<file path="src/rtl/bplc_pkg.sv">
// Shared constants, types and helpers for the button press LED blink controller.
package bplc_pkg;

	localparam int CHANNELS = 8;
	localparam int CH_W     = (CHANNELS > 1) ? $clog2(CHANNELS) : 1;
	localparam int CNT_W    = 16;
	localparam int BTN_W    = 8;
	localparam int APB_AW   = 4;
	localparam int APB_DW   = 32;

	localparam logic [CNT_W-1:0] CNT_MAX = {CNT_W{1'b1}};

	typedef enum logic [1:0] {
		REG_SHORT    = 2'd0,
		REG_LONG     = 2'd1,
		REG_PERIOD   = 2'd2,
		REG_DURATION = 2'd3
	} reg_idx_t;

	typedef struct packed {
		logic [CNT_W-1:0] short_ticks;
		logic [CNT_W-1:0] long_ticks;
		logic [CNT_W-1:0] period_ticks;
		logic [CNT_W-1:0] duration_ticks;
		logic             period_wr;
	} cfg_t;

	// Per-channel state word; phase tracks blink_count modulo the blink period.
	typedef struct packed {
		logic [CNT_W-1:0] press;
		logic [CNT_W-1:0] blink;
		logic [CNT_W-1:0] phase;
		logic             flag;
		logic             led;
	} chan_state_t;

	function automatic logic [CNT_W-1:0] eff_period(input logic [CNT_W-1:0] p);
		eff_period = (p == '0) ? CNT_W'(1) : p;
	endfunction

endpackage

</file>
<file path="src/rtl/bplc_cfg_regs.sv">
// APB register file holding the press thresholds and blink timing.
module bplc_cfg_regs
	import bplc_pkg::*;
(
	input  logic              clk,
	input  logic              arst_n,
	input  logic              psel,
	input  logic              penable,
	input  logic              pwrite,
	input  logic [APB_AW-1:0] paddr,
	input  logic [APB_DW-1:0] pwdata,
	output logic [APB_DW-1:0] prdata,
	output logic              pready,
	output cfg_t              cfg
);

	logic [CNT_W-1:0] short_q, long_q, period_q, duration_q;
	logic             period_wr_q;
	logic             wr;
	reg_idx_t         idx;

	assign pready = 1'b1;
	assign wr     = psel && penable && pwrite;
	assign idx    = reg_idx_t'(paddr[APB_AW-1:2]);

	always_ff @(posedge clk or negedge arst_n) begin
		if (!arst_n) begin
			short_q     <= CNT_W'(5);
			long_q      <= CNT_W'(100);
			period_q    <= CNT_W'(25);
			duration_q  <= CNT_W'(500);
			period_wr_q <= 1'b0;
		end else begin
			period_wr_q <= 1'b0;
			if (wr) begin
				unique case (idx)
					REG_SHORT:    short_q    <= pwdata[CNT_W-1:0];
					REG_LONG:     long_q     <= pwdata[CNT_W-1:0];
					REG_PERIOD: begin
						period_q    <= pwdata[CNT_W-1:0];
						period_wr_q <= 1'b1;
					end
					REG_DURATION: duration_q <= pwdata[CNT_W-1:0];
					default: ;
				endcase
			end
		end
	end

	always_comb begin
		prdata = '0;
		unique case (idx)
			REG_SHORT:    prdata = APB_DW'(short_q);
			REG_LONG:     prdata = APB_DW'(long_q);
			REG_PERIOD:   prdata = APB_DW'(period_q);
			REG_DURATION: prdata = APB_DW'(duration_q);
			default:      prdata = '0;
		endcase
	end

	assign cfg.short_ticks    = short_q;
	assign cfg.long_ticks     = long_q;
	assign cfg.period_ticks   = period_q;
	assign cfg.duration_ticks = duration_q;
	assign cfg.period_wr      = period_wr_q;

endmodule

</file>
<file path="src/rtl/bplc_chan_mem.sv">
// Channel state memory with registered read and per-entry valid bits.
module bplc_chan_mem
	import bplc_pkg::*;
(
	input  logic            clk,
	input  logic            arst_n,
	input  logic            rd_en,
	input  logic [CH_W-1:0] rd_addr,
	output chan_state_t     rd_data,
	input  logic            wr_en,
	input  logic [CH_W-1:0] wr_addr,
	input  chan_state_t     wr_data
);

	chan_state_t         mem [CHANNELS];
	chan_state_t         rd_data_q;
	logic [CHANNELS-1:0] vld_q;
	logic                rd_vld_q;

	always_ff @(posedge clk) begin
		if (wr_en) begin
			mem[wr_addr] <= wr_data;
		end
		if (rd_en) begin
			rd_data_q <= mem[rd_addr];
		end
	end

	// An entry never written since reset reads as all zeros.
	always_ff @(posedge clk or negedge arst_n) begin
		if (!arst_n) begin
			vld_q    <= '0;
			rd_vld_q <= 1'b0;
		end else begin
			if (wr_en) begin
				vld_q[wr_addr] <= 1'b1;
			end
			if (rd_en) begin
				rd_vld_q <= vld_q[rd_addr];
			end
		end
	end

	assign rd_data = rd_vld_q ? rd_data_q : '0;

endmodule

</file>
<file path="src/rtl/bplc_rem_div.sv">
// Bit-serial restoring remainder unit, one dividend bit per cycle.
module bplc_rem_div
	import bplc_pkg::*;
(
	input  logic             clk,
	input  logic             arst_n,
	input  logic             start,
	input  logic [CNT_W-1:0] dividend,
	input  logic [CNT_W-1:0] divisor,
	output logic             busy,
	output logic             done,
	output logic [CNT_W-1:0] rem
);

	localparam int STEP_W = $clog2(CNT_W);

	logic [CNT_W-1:0]  r_q, d_q, p_q;
	logic [STEP_W-1:0] step_q;
	logic              busy_q, done_q;
	logic [CNT_W:0]    trial;

	assign trial = {r_q, d_q[CNT_W-1]};

	always_ff @(posedge clk or negedge arst_n) begin
		if (!arst_n) begin
			busy_q <= 1'b0;
			done_q <= 1'b0;
			step_q <= '0;
		end else begin
			done_q <= 1'b0;
			if (start) begin
				busy_q <= 1'b1;
				step_q <= '0;
			end else if (busy_q) begin
				step_q <= step_q + STEP_W'(1);
				if (step_q == STEP_W'(CNT_W - 1)) begin
					busy_q <= 1'b0;
					done_q <= 1'b1;
				end
			end
		end
	end

	always_ff @(posedge clk) begin
		if (start) begin
			r_q <= '0;
			d_q <= dividend;
			p_q <= divisor;
		end else if (busy_q) begin
			d_q <= {d_q[CNT_W-2:0], 1'b0};
			if (trial >= {1'b0, p_q}) begin
				r_q <= CNT_W'(trial - {1'b0, p_q});
			end else begin
				r_q <= trial[CNT_W-1:0];
			end
		end
	end

	assign busy = busy_q;
	assign done = done_q;
	assign rem  = r_q;

endmodule

</file>
<file path="src/rtl/button_press_led_blink_controller_core.sv">
// Top level: tick sequencer over the channel state memory, phase resync and result register.
//
//   channel   direction  handshake             beat payload
//   in        in         in_valid / in_stall   button_levels
//   out       out        out_valid / out_stall led_levels, blink_active
//   cfg       in         APB write/read        short, long, period, duration
//
// A tick runs through one memory read per channel, the read-modify-write of the last channel,
// the load of the result register once the output is free, then the idle state that takes
// the next beat. A write to the blink period queues a resync of every channel's blink phase
// in the serial remainder unit, run once the sequencer is idle; ticks stall meanwhile.
// Reset clears all channel state at once through the memory's valid bits.
// A tick may be accepted while the previous result still waits under out_stall.
module button_press_led_blink_controller_core
	import bplc_pkg::*;
(
	input  logic              clk,
	input  logic              arst_n,
	input  logic              in_valid,
	output logic              in_stall,
	input  logic [BTN_W-1:0]  button_levels,
	output logic              out_valid,
	input  logic              out_stall,
	output logic [BTN_W-1:0]  led_levels,
	output logic [BTN_W-1:0]  blink_active,
	input  logic              psel,
	input  logic              penable,
	input  logic              pwrite,
	input  logic [APB_AW-1:0] paddr,
	input  logic [APB_DW-1:0] pwdata,
	output logic [APB_DW-1:0] prdata,
	output logic              pready
);

	typedef enum logic [2:0] {
		ST_IDLE,
		ST_RUN,
		ST_DONE,
		ST_SW_RD,
		ST_SW_LD,
		ST_SW_DIV
	} state_t;

	state_t           state_q;
	cfg_t             cfg;
	logic [CH_W:0]    iss_q;
	logic             vld_s1;
	logic [CH_W-1:0]  ch_s1;
	logic [CH_W-1:0]  sw_ch_q;
	logic             sweep_req_q;
	logic [BTN_W-1:0] levels_q;
	logic [BTN_W-1:0] led_acc_q, blk_acc_q;
	logic [BTN_W-1:0] led_out_q, blk_out_q;
	logic             out_valid_q;
	chan_state_t      sw_ent_q;

	logic             rd_en, wr_en;
	logic [CH_W-1:0]  rd_addr, wr_addr;
	chan_state_t      rd_data, wr_data, upd;
	logic             div_start, div_busy, div_done;
	logic [CNT_W-1:0] div_rem;
	logic [CNT_W-1:0] per;
	logic [4:0]       ch5;
	logic             held;
	logic             issuing;

	bplc_cfg_regs u_cfg (
		.clk     (clk),
		.arst_n  (arst_n),
		.psel    (psel),
		.penable (penable),
		.pwrite  (pwrite),
		.paddr   (paddr),
		.pwdata  (pwdata),
		.prdata  (prdata),
		.pready  (pready),
		.cfg     (cfg)
	);

	bplc_chan_mem u_mem (
		.clk     (clk),
		.arst_n  (arst_n),
		.rd_en   (rd_en),
		.rd_addr (rd_addr),
		.rd_data (rd_data),
		.wr_en   (wr_en),
		.wr_addr (wr_addr),
		.wr_data (wr_data)
	);

	bplc_rem_div u_div (
		.clk      (clk),
		.arst_n   (arst_n),
		.start    (div_start),
		.dividend (rd_data.blink),
		.divisor  (per),
		.busy     (div_busy),
		.done     (div_done),
		.rem      (div_rem)
	);

	assign per     = eff_period(cfg.period_ticks);
	assign issuing = (state_q == ST_RUN) && (iss_q < (CH_W+1)'(CHANNELS));
	assign rd_en   = issuing || (state_q == ST_SW_RD);
	assign rd_addr = (state_q == ST_RUN) ? iss_q[CH_W-1:0] : sw_ch_q;

	assign div_start = (state_q == ST_SW_LD);
	assign ch5       = 5'(ch_s1);
	assign held      = (ch5 < 5'd8) && levels_q[ch5[2:0]];

	// Per-channel update for one tick; phase stands in for blink_count mod period.
	always_comb begin
		upd = rd_data;
		if (rd_data.flag) begin
			if (rd_data.blink != CNT_MAX) begin
				upd.blink = rd_data.blink + CNT_W'(1);
				if ((CNT_W+1)'(rd_data.phase) + (CNT_W+1)'(1) == (CNT_W+1)'(per)) begin
					upd.phase = '0;
				end else begin
					upd.phase = rd_data.phase + CNT_W'(1);
				end
			end
			if (upd.phase == '0) begin
				upd.led = ~rd_data.led;
			end
			if (upd.blink >= cfg.duration_ticks) begin
				upd.flag = 1'b0;
			end
		end else if (held) begin
			if (rd_data.press != CNT_MAX) begin
				upd.press = rd_data.press + CNT_W'(1);
			end
		end else begin
			if (rd_data.press < cfg.short_ticks) begin
				upd.led = rd_data.led;
			end else if (rd_data.press < cfg.long_ticks) begin
				upd.led = ~rd_data.led;
			end else begin
				upd.flag  = 1'b1;
				upd.blink = '0;
				upd.phase = '0;
			end
			upd.press = '0;
		end
	end

	always_comb begin
		wr_en   = 1'b0;
		wr_addr = ch_s1;
		wr_data = upd;
		if (state_q == ST_RUN && vld_s1) begin
			wr_en = 1'b1;
		end else if (state_q == ST_SW_DIV && div_done) begin
			wr_en         = 1'b1;
			wr_addr       = sw_ch_q;
			wr_data       = sw_ent_q;
			wr_data.phase = div_rem;
		end
	end

	always_ff @(posedge clk) begin
		ch_s1 <= iss_q[CH_W-1:0];
		if (state_q == ST_SW_LD) begin
			sw_ent_q <= rd_data;
		end
	end

	always_ff @(posedge clk or negedge arst_n) begin
		if (!arst_n) begin
			state_q     <= ST_IDLE;
			iss_q       <= '0;
			vld_s1      <= 1'b0;
			sw_ch_q     <= '0;
			sweep_req_q <= 1'b0;
			levels_q    <= '0;
			led_acc_q   <= '0;
			blk_acc_q   <= '0;
			led_out_q   <= '0;
			blk_out_q   <= '0;
			out_valid_q <= 1'b0;
		end else begin
			vld_s1 <= issuing;
			if (out_valid_q && !out_stall) begin
				out_valid_q <= 1'b0;
			end
			unique case (state_q)
				ST_IDLE: begin
					if (sweep_req_q) begin
						sweep_req_q <= 1'b0;
						sw_ch_q     <= '0;
						state_q     <= ST_SW_RD;
					end else if (in_valid && !cfg.period_wr) begin
						levels_q  <= button_levels;
						iss_q     <= '0;
						led_acc_q <= '0;
						blk_acc_q <= '0;
						state_q   <= ST_RUN;
					end
				end
				ST_RUN: begin
					if (issuing) begin
						iss_q <= iss_q + (CH_W+1)'(1);
					end
					if (vld_s1) begin
						if (ch5 < 5'd8) begin
							led_acc_q[ch5[2:0]] <= upd.led;
							blk_acc_q[ch5[2:0]] <= upd.flag;
						end
						if (ch_s1 == CH_W'(CHANNELS - 1)) begin
							state_q <= ST_DONE;
						end
					end
				end
				ST_DONE: begin
					if (!out_valid_q || !out_stall) begin
						led_out_q   <= led_acc_q;
						blk_out_q   <= blk_acc_q;
						out_valid_q <= 1'b1;
						state_q     <= ST_IDLE;
					end
				end
				ST_SW_RD: state_q <= ST_SW_LD;
				ST_SW_LD: state_q <= ST_SW_DIV;
				ST_SW_DIV: begin
					if (div_done) begin
						if (sw_ch_q == CH_W'(CHANNELS - 1)) begin
							state_q <= ST_IDLE;
						end else begin
							sw_ch_q <= sw_ch_q + CH_W'(1);
							state_q <= ST_SW_RD;
						end
					end
				end
				default: state_q <= ST_IDLE;
			endcase
			// A period write during a resync restarts it once the current pass ends.
			if (cfg.period_wr) begin
				sweep_req_q <= 1'b1;
			end
		end
	end

	// The cycle right after a period write already stalls, before the resync request is seen.
	assign in_stall     = (state_q != ST_IDLE) || sweep_req_q || cfg.period_wr;
	assign out_valid    = out_valid_q;
	assign led_levels   = led_out_q;
	assign blink_active = blk_out_q;

`ifndef SYNTHESIS
	a_no_rw_collision: assert property (@(posedge clk) disable iff (!arst_n)
		rd_en && wr_en |-> rd_addr != wr_addr)
		else $error("channel memory read and write hit the same entry");

	a_div_start_idle: assert property (@(posedge clk) disable iff (!arst_n)
		div_start |-> !div_busy)
		else $error("remainder unit restarted while busy");

	a_result_from_done: assert property (@(posedge clk) disable iff (!arst_n)
		$rose(out_valid) |-> $past(state_q == ST_DONE))
		else $error("result loaded outside the done state");

	a_accept_starts_run: assert property (@(posedge clk) disable iff (!arst_n)
		in_valid && !in_stall |=> state_q == ST_RUN && iss_q == '0)
		else $error("accepted tick did not start a channel pass");
`endif

endmodule

</file>
<file path="config.mk">
export PLATFORM = sky130hd
export DESIGN_NAME = button_press_led_blink_controller_core
export DESIGN_NICKNAME = d
export VERILOG_FILES = /design/src/rtl/bplc_pkg.sv /design/src/rtl/bplc_cfg_regs.sv /design/src/rtl/bplc_chan_mem.sv /design/src/rtl/bplc_rem_div.sv /design/src/rtl/button_press_led_blink_controller_core.sv
export SDC_FILE = /design/constraint.sdc
export NUM_CORES = 1
export LEC_CHECK = 0
export BUFFER_PORTS_ARGS = -buffer_cell sky130_fd_sc_hd__buf_2
export CAP_MARGIN = 20
export CORE_MARGIN = 1.5
export CORE_UTILIZATION = 30
export DETAILED_ROUTE_END_ITERATION = 8
export GPL_ROUTABILITY_DRIVEN = 1
export GPL_TIMING_DRIVEN = 0
export PLACE_DENSITY = 0.47
export SLEW_MARGIN = 25
export SYNTH_ARGS = -nofsm -noshare
export SYNTH_HDL_FRONTEND = slang
export SYNTH_SLANG_ARGS = --single-unit
</file>
<file path="constraint.sdc">
create_clock -name clk -period 5.7 [get_ports clk]
set_input_delay 0.285 -clock clk [delete_from_list [all_inputs] [get_ports clk]]
set_output_delay 0.285 -clock clk [all_outputs]
set_load 0.005 [all_outputs]
</file>
==> summary.txt <==
Top achievable clock speed: 0.182 GHz
Wire length per cell: 23.4 microns
Bufs on Longest Clock Path: 3
Fill cells: 9,469
Async set or reset register ratio after synthesis: 19.9%
Rows: 116
Initial core utilization: 30.3%
Primary FF master, synth: edfxtp_1
First-pass GRT wire length: 131,000 microns
Worst-margin pin slew: 1170 ps
Final Skew: 28.3 ps
Mean Syn Cell Area: 14.2 sq um
Hold Path Class: in2async
Setup TNS Final: 0 ps
GRT Overall Usage: 17.2%
Reg2Reg Setup Slack: 200 ps
Register area share after synthesis: 63.2%
Wirelength, routed: 88,300 microns
Total number of vias: 19,100
Largest Register: u_mem.mem
#FFs+latches synth: 668
Cell Area, Synth: 0.0304 sq mm
Data arrival, critical path: 5780 ps
Mux contribution to synthesized area: 14.0%
H-tree depth: 3
Max reg flops: 400
Initial antenna violation count: 0
Period minus WS final: 5500 ps
Power density cells: 526 mW/mm^2
CTS tree: done
Clock sink count: 668
Xor/xnor share of the synthesized area: 2.11%
Chip height: 321 microns
Largest net degree at the start of global routing: 88
Skew-Pair Late Insertion Delay: 620 ps
Adder and majority gate portion of the synthesized area: 2.90%
Fin. max-slew vios: 0
Placed instance area: 0.0334 sq mm
I/O pin count: 102
Nets: 2,483
Max-slew headroom: 22.0%
CTS Buf Count: 74
Worst r2r src: u_mem.rd_vld_q$_DFFE_PN0P_
GR Overflow Total: 0
Root Buffer: clkbuf_16
Most used cell, CP: nand3_1
Max-Cap Viols: 0
Area contributors post-synth: edfxtp_1, dfrtp_1, mux4_2, mux2_2, ha_1
Largest family of logic cells by synthesized area: multiplexers
Crit Path Category: reg2reg
Cell variety after synth: 76
Design Area, Final: 0.0366 sq mm
Finish-stage setup viols: 0
CP Cell Sequence: buf_12 -> buf_4 -> buf_6 -> clkbuf_8 -> clkbuf_8 -> nand2_1 -> inv_1 -> ha_1 -> nand3_1 -> nor2_1 -> and4_1 -> buf_6 -> nor4_4 -> and3_1 -> nand3_1 -> or2_2 -> xnor2_1 -> ha_1 -> nand3_1 -> o22ai_1 -> nor3_1 -> a32oi_2 -> a21oi_2
Post-synth EDFFs: 516
Area Overhead vs Synth: 20.3%
Drt first pass iters: 5
DRC errors left: 0
Final Hold Viols: 0
Status: completed
Critical Path Sink: u_mem.mem[4][1]$_DFFE_PP_
Post-synthesis compound-gate area fraction: 6.47%
Cell taking the most area after synthesis: edfxtp_1
Port Buffer Count: 64
Max IR drop VDD: 0.218 mV
Req. time, crit path: 5980 ps
Synthesis warning total: 0
Worst setup path startpoint: u_mem.rd_vld_q$_DFFE_PN0P_
Crit Reg-Reg Endpoint: u_mem.mem[4][1]$_DFFE_PP_
Chip width: 321 microns
Die ar.: 0.103 sq mm
Drt initial violations: 1,674
Lkg Pwr: 13.4 nW
RSZ-0062 raised after global routing: no
Max stage delay cell, worst path: a32oi_2
Final GP Congestion: 0.919
Area share of the largest cell type after synthesis: 50.9%
Critical path peak fanout: 19
Worst reg2reg path depth: 23
Count leader, synth: edfxtp_1
Commonest cells in the netlist: edfxtp_1, nand2_1, mux2_2
Synth Area in Simple Gates: 8.02%
Vias in the first global route: 19,700
Cells after Synth: 2,138
Share of layout cells above drive strength 1: 25.3%
Clk slew on worst S/H paths: 60 ps
Max incr delay on CP: 490 ps
Post-route antenna net violation count: 0
Core area: 0.100 sq mm
Biggest regs: u_mem.mem (400), u_mem.rd_data_q (50), sw_ent_q (34)
Startpoint Class: register
Fin crit share: 96.5%
DP Wirelength: 64,000 microns
Crit path capture type: register
Vias per cell: 5.06
[per-stage QoR]
stage	util, %	cells	setup slack (ps)	power [mW]	hold WS, ps
floorplan	-	2153	486	11.7	-10.6
global placement	32.4	3574	-3190	14.0	421
detailed placement	33.3	3611	-3020	14.3	208
CTS	36.3	3771	4.03	19.3	129
global route	36.5	3778	5.28	20.3	174
finish	36.5	3779	202	19.2	151
[routing by layer]
| metal | routed length (microns) | track usage [%] |
|---|---|---|
| met5 | 0 | 0 |
| met4 | 2360 | 5.60 |
| met3 | 4610 | 2.44 |
| met2 | 40700 | 27.1 |
| met1 | 40600 | 24.4 |
[critical path: cells and delay by family (launching register included)]
family	cells	cell delay, ps
XOR/XNOR	1	160
buffers and inverters	7	1220
AO/OA/AOI/OAI	3	890
flip-flops	1	440
adder cells (fa/ha/maj)	2	550
AND/OR/NAND/NOR	10	1880
[cell families (layout without fill, tap and decap cells)]
family | Yosys count | count (layout)
xor+xnor | 70 | 70
other cells | 2 | 18
simple gates | 510 | 510
buf+inv | 239 | 507
flops | 668 | 668
fa+ha+maj | 70 | 70
mux | 261 | 261
compound gates | 318 | 318
[layout by cell type, fill, tap and decap left out, drive strengths merged, types with 34 or more instances in the layout]
| master | instances |
|---|---|
| clkinv | 34 |
| nor2 | 113 |
| buf | 145 |
| edfxtp | 516 |
| nand3 | 51 |
| clkbuf | 183 |
| mux4 | 120 |
| xnor2 | 53 |
| ha | 69 |
| mux2 | 127 |
| nand2 | 190 |
| dfrtp | 119 |
| inv | 104 |
| a21oi | 73 |
| o21ai | 120 |
[report_power, final]
part	total, mW	internal [mW]	switching [mW]
Clock	4.81	2.85	1.96
Sequential	7.55	6.93	0.623
Combinational	6.88	2.60	4.28
Total	19.2	12.4	6.86
[worst min path at each step]
stage | from | endpoint | slack (ps) | depth (start not counted)
floorplan | arst_n | blink_active[0]$_DFFE_PN0P_ | -10 | 0
global placement | iss_q[2]$_DFFE_PN0P_ | ch_s1[2]$_DFF_P_ | 420 | 0
detailed placement | arst_n | levels_q[3]$_DFFE_PN0P_ | 210 | 1
CTS | arst_n | levels_q[3]$_DFFE_PN0P_ | 130 | 2
global route | arst_n | levels_q[5]$_DFFE_PN0P_ | 170 | 2
finish | arst_n | levels_q[3]$_DFFE_PN0P_ | 150 | 2
[cell type report]
type                    count  area (sq um)  share of cell area [%]
diodes                      1          2.50                 0.00684
multi-input cells        1246         10600                    29.1
clock inverters            49           533                    1.46
plain buffers             134           662                    1.81
repair buffers            134          1490                    4.07
flip-flops and latches    668         19200                    52.6
well taps                1357          1700                    4.64
inverters                 104           393                    1.07
clock buffers              86          1930                    5.27
[what timing repair did]
action / in CTS / in global routing
buffers inserted: 0 / 7
pin swaps: 1 / 5
resized for setup: 78 / 17
endpoints found under the hold margin: 126 / 0
gates cloned: 0 / 0
hold buffers: 26 / 0
setup endpoints to repair: 416 / 296
Note: power is estimated with default switching activity, not from simulation.
